===== config.mk =====
export PLATFORM = sky130hd
export DESIGN_NAME = two_class_ordered_fifo
export DESIGN_NICKNAME = d
export VERILOG_FILES = /design/src/hdl/tcof_pkg.sv /design/src/hdl/tcof_cell.sv /design/src/hdl/two_class_ordered_fifo.sv
export SDC_FILE = /design/constraint.sdc
export NUM_CORES = 1
export LEC_CHECK = 0
export BUFFER_PORTS_ARGS = -buffer_cell sky130_fd_sc_hd__clkbuf_2
export CORE_MARGIN = 3
export CORE_UTILIZATION = 30
export CTS_BUF_LIST = sky130_fd_sc_hd__clkbuf_8 sky130_fd_sc_hd__clkbuf_16
export DETAILED_ROUTE_END_ITERATION = 12
export GPL_TIMING_DRIVEN = 0
export REMOVE_ABC_BUFFERS = 1
export SETUP_SLACK_MARGIN = 0.2
export SLEW_MARGIN = 5
export SYNTH_ARGS = -nofsm -noshare
export SYNTH_HDL_FRONTEND = slang
export SYNTH_HIERARCHICAL = 1
export SYNTH_SLANG_ARGS = --single-unit

===== constraint.sdc =====
create_clock -name clock -period 9.1 [get_ports clock]
set_clock_uncertainty 0.2 [all_clocks]
set_input_delay 0.91 -clock clock [delete_from_list [all_inputs] [get_ports clock]]
set_output_delay 0.91 -clock clock [all_outputs]
set_load 0.01 [all_outputs]

===== src/hdl/tcof_pkg.sv =====
package tcof_pkg;

   // Default sizes
   localparam int DEPTH_DEFAULT    = 16;
   localparam int ID_WIDTH_DEFAULT = 16;

   // Field widths on the ports
   localparam int ACTION_W = 2;
   localparam int STATUS_W = 2;
   localparam int PORT_ID_W = 16;
   localparam int WIDE_ID_W = 32;

   // Request actions
   typedef enum logic [ACTION_W-1:0] {
      ACT_ENQ      = 2'd0,
      ACT_DEQ_ANY  = 2'd1,
      ACT_DEQ_K0   = 2'd2,
      ACT_DEQ_K1   = 2'd3
   } action_type;

   // Response status codes
   localparam logic [STATUS_W-1:0] ST_OK    = 2'd0;
   localparam logic [STATUS_W-1:0] ST_EMPTY = 2'd1;
   localparam logic [STATUS_W-1:0] ST_FULL  = 2'd2;

   // Command broadcast to every cell in the chain
   typedef struct packed {
      logic enq;    // append at the young end
      logic deq;    // remove oldest match
      logic any;    // dequeue ignores kind
      logic kind;   // kind to store, or kind to match
   } cmd_type;

endpackage


===== src/hdl/tcof_cell.sv =====
module tcof_cell
   import tcof_pkg::*;
#(
   parameter int ID_WIDTH = ID_WIDTH_DEFAULT
) (
   input  logic                clock,
   input  logic                reset,
   input  cmd_type             cmd,
   input  logic [ID_WIDTH-1:0] enq_handle,
   // older neighbor
   input  logic                prev_valid,
   input  logic                found_in,
   input  logic [ID_WIDTH-1:0] pick_handle_in,
   input  logic                pick_kind_in,
   // younger neighbor
   input  logic                next_valid,
   input  logic [ID_WIDTH-1:0] next_handle,
   input  logic                next_kind,
   // own state, seen by neighbors
   output logic                valid,
   output logic [ID_WIDTH-1:0] handle,
   output logic                kind,
   output logic                found_out,
   output logic [ID_WIDTH-1:0] pick_handle_out,
   output logic                pick_kind_out
);

   logic                valid_ff, valid_in;
   logic [ID_WIDTH-1:0] handle_ff, handle_in;
   logic                kind_ff, kind_in;
   logic                match, hit, shift, load;

   // Oldest-match search: first matching cell not preceded by a match
   assign match     = valid_ff && (cmd.any || (kind_ff == cmd.kind));
   assign hit       = match && !found_in;
   assign found_out = found_in || hit;
   assign shift     = cmd.deq && found_out;
   assign load      = cmd.enq && !valid_ff && prev_valid;

   // Hit cell drives the picked entry down the chain
   assign pick_handle_out = hit ? handle_ff : pick_handle_in;
   assign pick_kind_out   = hit ? kind_ff : pick_kind_in;

   // Next state: shift from younger neighbor, or take the new entry
   always_comb begin
      valid_in  = valid_ff;
      handle_in = handle_ff;
      kind_in   = kind_ff;
      if (shift) begin
         valid_in  = next_valid;
         handle_in = next_handle;
         kind_in   = next_kind;
      end else if (load) begin
         valid_in  = 1'b1;
         handle_in = enq_handle;
         kind_in   = cmd.kind;
      end
   end

   always_ff @(posedge clock) begin
      if (reset) begin
         valid_ff <= 1'b0;
      end else begin
         valid_ff <= valid_in;
      end
   end

   always_ff @(posedge clock) begin
      handle_ff <= handle_in;
      kind_ff   <= kind_in;
   end

   assign valid  = valid_ff;
   assign handle = handle_ff;
   assign kind   = kind_ff;

endmodule


===== src/hdl/two_class_ordered_fifo.sv =====
// Channel | Dir | tdata                | tuser
// req_    | in  | [15:0] item_id       | [1:0] action, [2] item_kind
// rsp_    | out | [15:0] out_id        | [1:0] status, [2] out_kind
//
// One request per cycle unless a stalled response holds it off; each request
// gives its response on the next cycle. The ripple oldest-match search through
// the DEPTH-cell chain is combinational; it resolves and shifts the store in the same cycle.
// Reset empties the queue at once; no clearing pass is needed.
// A stalled response holds the next request off only while it waits.
module two_class_ordered_fifo
   import tcof_pkg::*;
#(
   parameter int DEPTH    = DEPTH_DEFAULT,
   parameter int ID_WIDTH = ID_WIDTH_DEFAULT
) (
   input  logic        clock,
   input  logic        reset,
   input  logic        req_tvalid,
   output logic        req_tready,
   input  logic [15:0] req_tdata,   // [15:0] item_id
   input  logic [2:0]  req_tuser,   // [1:0] action, [2] item_kind
   output logic        rsp_tvalid,
   input  logic        rsp_tready,
   output logic [15:0] rsp_tdata,   // [15:0] out_id
   output logic [2:0]  rsp_tuser    // [1:0] status, [2] out_kind
);

   logic                fire;
   action_type          action;
   cmd_type             cmd;
   logic [WIDE_ID_W-1:0] id_wide, pick_wide;
   logic [ID_WIDTH-1:0] enq_handle;

   logic                valid_v [DEPTH+1];
   logic [ID_WIDTH-1:0] handle_v [DEPTH+1];
   logic                kind_v [DEPTH+1];
   logic                prev_v [DEPTH];
   logic                found_v [DEPTH+1];
   logic [ID_WIDTH-1:0] pick_h_v [DEPTH+1];
   logic                pick_k_v [DEPTH+1];

   logic                rsp_valid_ff, rsp_valid_in;
   logic [STATUS_W-1:0] status_ff, status_in;
   logic [PORT_ID_W-1:0] id_ff, id_in;
   logic                kind_ff, kind_in;

   // Handshake: take a request whenever the response slot frees up
   assign req_tready = !rsp_valid_ff || rsp_tready;
   assign fire       = req_tvalid && req_tready;

   // Decode the request into the chain command
   assign action     = action_type'(req_tuser[1:0]);
   assign id_wide    = WIDE_ID_W'(req_tdata);
   assign enq_handle = id_wide[ID_WIDTH-1:0];

   always_comb begin
      cmd = '0;
      case (action)
         ACT_ENQ: begin
            cmd.enq  = fire;
            cmd.kind = req_tuser[2];
         end
         ACT_DEQ_ANY: begin
            cmd.deq = fire;
            cmd.any = 1'b1;
         end
         ACT_DEQ_K0: begin
            cmd.deq  = fire;
            cmd.kind = 1'b0;
         end
         ACT_DEQ_K1: begin
            cmd.deq  = fire;
            cmd.kind = 1'b1;
         end
         default: begin
            cmd = '0;
         end
      endcase
   end

   // Chain ends
   assign valid_v[DEPTH]  = 1'b0;
   assign handle_v[DEPTH] = '0;
   assign kind_v[DEPTH]   = 1'b0;
   assign found_v[0]      = 1'b0;
   assign pick_h_v[0]     = '0;
   assign pick_k_v[0]     = 1'b0;

   // Cell chain, cell 0 holds the oldest entry
   for (genvar i = 0; i < DEPTH; i++) begin : g_cell
      if (i == 0) begin : g_head
         assign prev_v[i] = 1'b1;
      end else begin : g_body
         assign prev_v[i] = valid_v[i-1];
      end

      tcof_cell #(
         .ID_WIDTH (ID_WIDTH)
      ) u_cell (
         .clock           (clock),
         .reset           (reset),
         .cmd             (cmd),
         .enq_handle      (enq_handle),
         .prev_valid      (prev_v[i]),
         .found_in        (found_v[i]),
         .pick_handle_in  (pick_h_v[i]),
         .pick_kind_in    (pick_k_v[i]),
         .next_valid      (valid_v[i+1]),
         .next_handle     (handle_v[i+1]),
         .next_kind       (kind_v[i+1]),
         .valid           (valid_v[i]),
         .handle          (handle_v[i]),
         .kind            (kind_v[i]),
         .found_out       (found_v[i+1]),
         .pick_handle_out (pick_h_v[i+1]),
         .pick_kind_out   (pick_k_v[i+1])
      );
   end

   // Response contents; the picked entry is zero when nothing matched
   assign pick_wide = WIDE_ID_W'(pick_h_v[DEPTH]);

   always_comb begin
      status_in = ST_OK;
      id_in     = '0;
      kind_in   = 1'b0;
      if (action == ACT_ENQ) begin
         if (valid_v[DEPTH-1]) begin
            status_in = ST_FULL;
         end
      end else if (found_v[DEPTH]) begin
         id_in   = pick_wide[PORT_ID_W-1:0];
         kind_in = pick_k_v[DEPTH];
      end else begin
         status_in = ST_EMPTY;
      end
   end

   // Response register
   assign rsp_valid_in = fire || (rsp_valid_ff && !rsp_tready);

   always_ff @(posedge clock) begin
      if (reset) begin
         rsp_valid_ff <= 1'b0;
      end else begin
         rsp_valid_ff <= rsp_valid_in;
      end
   end

   always_ff @(posedge clock) begin
      if (fire) begin
         status_ff <= status_in;
         id_ff     <= id_in;
         kind_ff   <= kind_in;
      end
   end

   assign rsp_tvalid = rsp_valid_ff;
   assign rsp_tdata  = id_ff;
   assign rsp_tuser  = {kind_ff, status_ff};

endmodule


==> results.md <==
- Max Buffers Root-to-Sink: 3
- Setup Viol. Count Final: 0
- Clock-pin slew on the worst setup and hold paths: around 0.060 ns
- Worst vdd ir: 123 µV
- Clock network power share: 0.324
- Largest area contributor in the netlist: edfxtp_1
- Final Non-Filler Cells: 2,268
- I/O pin count: 44
- Cells after Synth: 1,322
- DP Area: 0.0199 mm²
- Total power: 4.09 mW
- Synthesis-to-layout area growth: 11.1%
- Cell repeated most along the worst path: nand2b_1
- Root Driver: clkbuf_16
- WL per Instance: 15.0 µm
- TritonCTS Buffers: 36
- Register area share after synthesis: 0.482
- Largest delay share family, worst path: simple AND/OR/NAND/NOR gates
- DRC: 0
- H-tree depth: 2
- Gpl congestion: roughly 0.72
- Hold Fails Final Rpt: 0
- Post-Syn Area per Cell: 14.2 µm²
- Met3 Use GR: 0.0179
- CP required: between 9 and 10 ns
- Vias/cell: 4.55
- Clock insertion delay at the later pin of the skew report: 0.52 ns
- Die width: 257 µm
- M2 GR Usage: 0.180
- Vias: 10,321
- Row count: 91
- Seq cells post-synth: ~300
- Hold WS: 0.367 ns
- Die Span Y: 257 µm
- Max-slew headroom: 0.283
- Final Worst Setup Slack: 0.995 ns
- CP max stage cell: o31a_1
- Combinational Power Share: 0.221
- PwrDens: 196 mW/mm²
- Initial Utilization: 0.304
- Switching part of the total power: 0.258
- Synth Warn #: 6
- CTS tree: yes
- Largest net degree at the start of global routing: 70
- Ys flop type: edfxtp_1
- Pins over their slew limit: 0
- Hold buffers post-CTS: 0
- Drt total wl: 34.0 mm
- Fillers: 6,006
- Gr ovfl total: 0
- Core area: 0.0619 mm²
- Post-route cell area: 0.0209 mm²
- Clock sinks: 308
- Crit Path Class: in2reg
- Layout net count: 1,435
- # Post-CTS Setup Buffers: 0
- Yosys top cell area share: 0.464
- Measured slew at the worst slew-check pin: 1.08 ns
- Met1 Use GR: 0.126
- Hold WC Path Type: reg2reg
- Post-synth ARST share: 0
- Die ar.: 0.0658 mm²
- RSZ-0062 raised after global routing: no
- Library cells used by synthesis: 32
- Post-placement cell count: roughly 2,200
- Pre-CTS WS: approximately 0.0031 ns
- Detailed-router iteration count before antenna repair: 4
- I/O Buffers: 43
- CP arrival: 8.12 ns
- Number of antenna violations at the first check in global routing: 0
- Diode count: 0
- Maxcap violations: 0
- Int Pwr: 3.04 mW
- Hold Path Cell Cnt: 1
- Max Clk Rate: between 0.1 and 0.15 GHz
- First-pass GRT wire length: approximately 56 mm
- Crit end category: flop
- Min Tclk post-route: 8.10 ns
- Worst path max stage delay: 0.84 ns
- Overall global routing resource usage: 0.100
- Synth Cell Area: around 0.019 mm²
- Synth area leaders: edfxtp_1 (46%), mux2_2 (23%), mux2_4 (10%), dfxtp_1 (1.8%), buf_12 (1.7%)
- Number of global-route vias before repair: 10,902
- Leak: 7.37 nW
- Status: completed
- Buf+Inv Stages, Crit Path: 4
- Tcrit/Tclk final: 0.891
- Number of nets with antenna violations after routing: 0
- Final HPWL DP: about 25 mm
- CP Depth: 26
- Worst setup SP type: input port
- Seq pwr share: 0.454
- Initial detailed-routing violation count: about 500
- Fraction of layout instances using a drive strength above 1: 0.487
- Total net switching power: 1.06 mW
- Post-synth EDFFs: 291
- Max Fanout on Critical Path: 45
- R2R depth: 20
- Count leader, synth: mux2_2
- Gr busiest metal: met2
- Top cells by count, synth: mux2_2 (384), edfxtp_1 (291), mux2_4 (128)
==> worst paths after layout <==
kind | startpoint | end | slack, ns
min | g_cell[4].u_cell/handle[0] | g_cell[3].u_cell/handle[0] | 0.37
max | req_tuser[1] | g_cell[14].u_cell/handle[2] | 1.0
max reg2reg | g_cell[0].u_cell/kind | g_cell[14].u_cell/handle[2] | 2.41
min reg2reg | g_cell[4].u_cell/handle[0] | g_cell[3].u_cell/handle[0] | 0.37
==> area by class of cell <==
class	instances	area, µm²	area share
clock buffer	37	926	0.0442
clock inverter	24	139	0.00664
inverter	67	251	0.0120
multi-input combinational	941	9120	0.436
sequential	308	9080	0.434
tap	837	1050	0.0500
timing repair buffer	54	368	0.0176
==> what timing repair did <==
action / 4_1_cts / 5_1_grt
hold endpoints to repair: 0 / 0
gates resized for setup: 0 / 1
endpoints found under the setup margin: 0 / 49
==> cells in the final DEF, fill, tap and decap left out, drive strengths merged <==
cell,instances
or2,16
o31a,16
nand2b,33
nor2b,17
xnor2,16
o211ai,16
conb,45
nand2,32
bufinv,1
and3,1
nor3b,1
nand3b,16
inv,77
o21ai,80
and2,19
dfxtp,17
edfxtp,291
clkbuf,80
mux2,512
clkinv,11
nor2,3
ha,4
o21bai,16
buf,11
a221oi,16
a21oi,50
clkinvlp,2
o2bb2ai,16
o21a,16
==> registers in the layout, summed over array words and instances (netlist names) <==
register	flops
rsp_tvalid	1
rsp_tdata	16
kind_ff	1
g_cell.u_cell/handle	256
status_ff	2
g_cell.u_cell/kind	16
g_cell.u_cell/valid	16
==> per-layer routing <==
layer | vias to the layer above | part of all wire
met5 | - | 0
met4 | 0 | 0.014
met3 | 35 | 0.029
met2 | 116 | 0.49
met1 | 4969 | 0.46
li1 | 5201 | -
==> metrics by stage <==
| step | setup TNS, ns | utilization |
|---|---|---|
| after detailed placement | 0 | 0.321 |
| final | 0 | 0.338 |
| after global routing | 0 | 0.338 |
| after floorplan | -22.22 | - |
| after global placement | -609.45 | 0.317 |
| after CTS | 0 | 0.338 |
==> power groups by stage <==
| stage | clock [mW] | combinational [mW] | sequential (mW) |
|---|---|---|---|
| 5_1_grt | 1.43 | 0.991 | 1.88 |
| 6_report | 1.33 | 0.906 | 1.86 |
| 2_1_floorplan | 0 | 0.710 | 1.87 |
| 4_1_cts | 1.38 | 0.917 | 1.86 |
| 3_3_place_gp | 0 | 0.884 | 1.88 |
| 3_5_place_dp | 0 | 0.912 | 1.89 |
==> cells by family after synthesis <==
logic type	synth area share
buffers and inverters	0.0473
flip-flops	0.482
AND/OR/NAND/NOR	0.0439
multiplexers	0.332
other	0.000399
XOR/XNOR	0.00744
AO/OA/AOI/OAI	0.0845
adder cells (fa/ha/maj)	0.00266
Note: power is estimated with default switching activity, not from simulation.
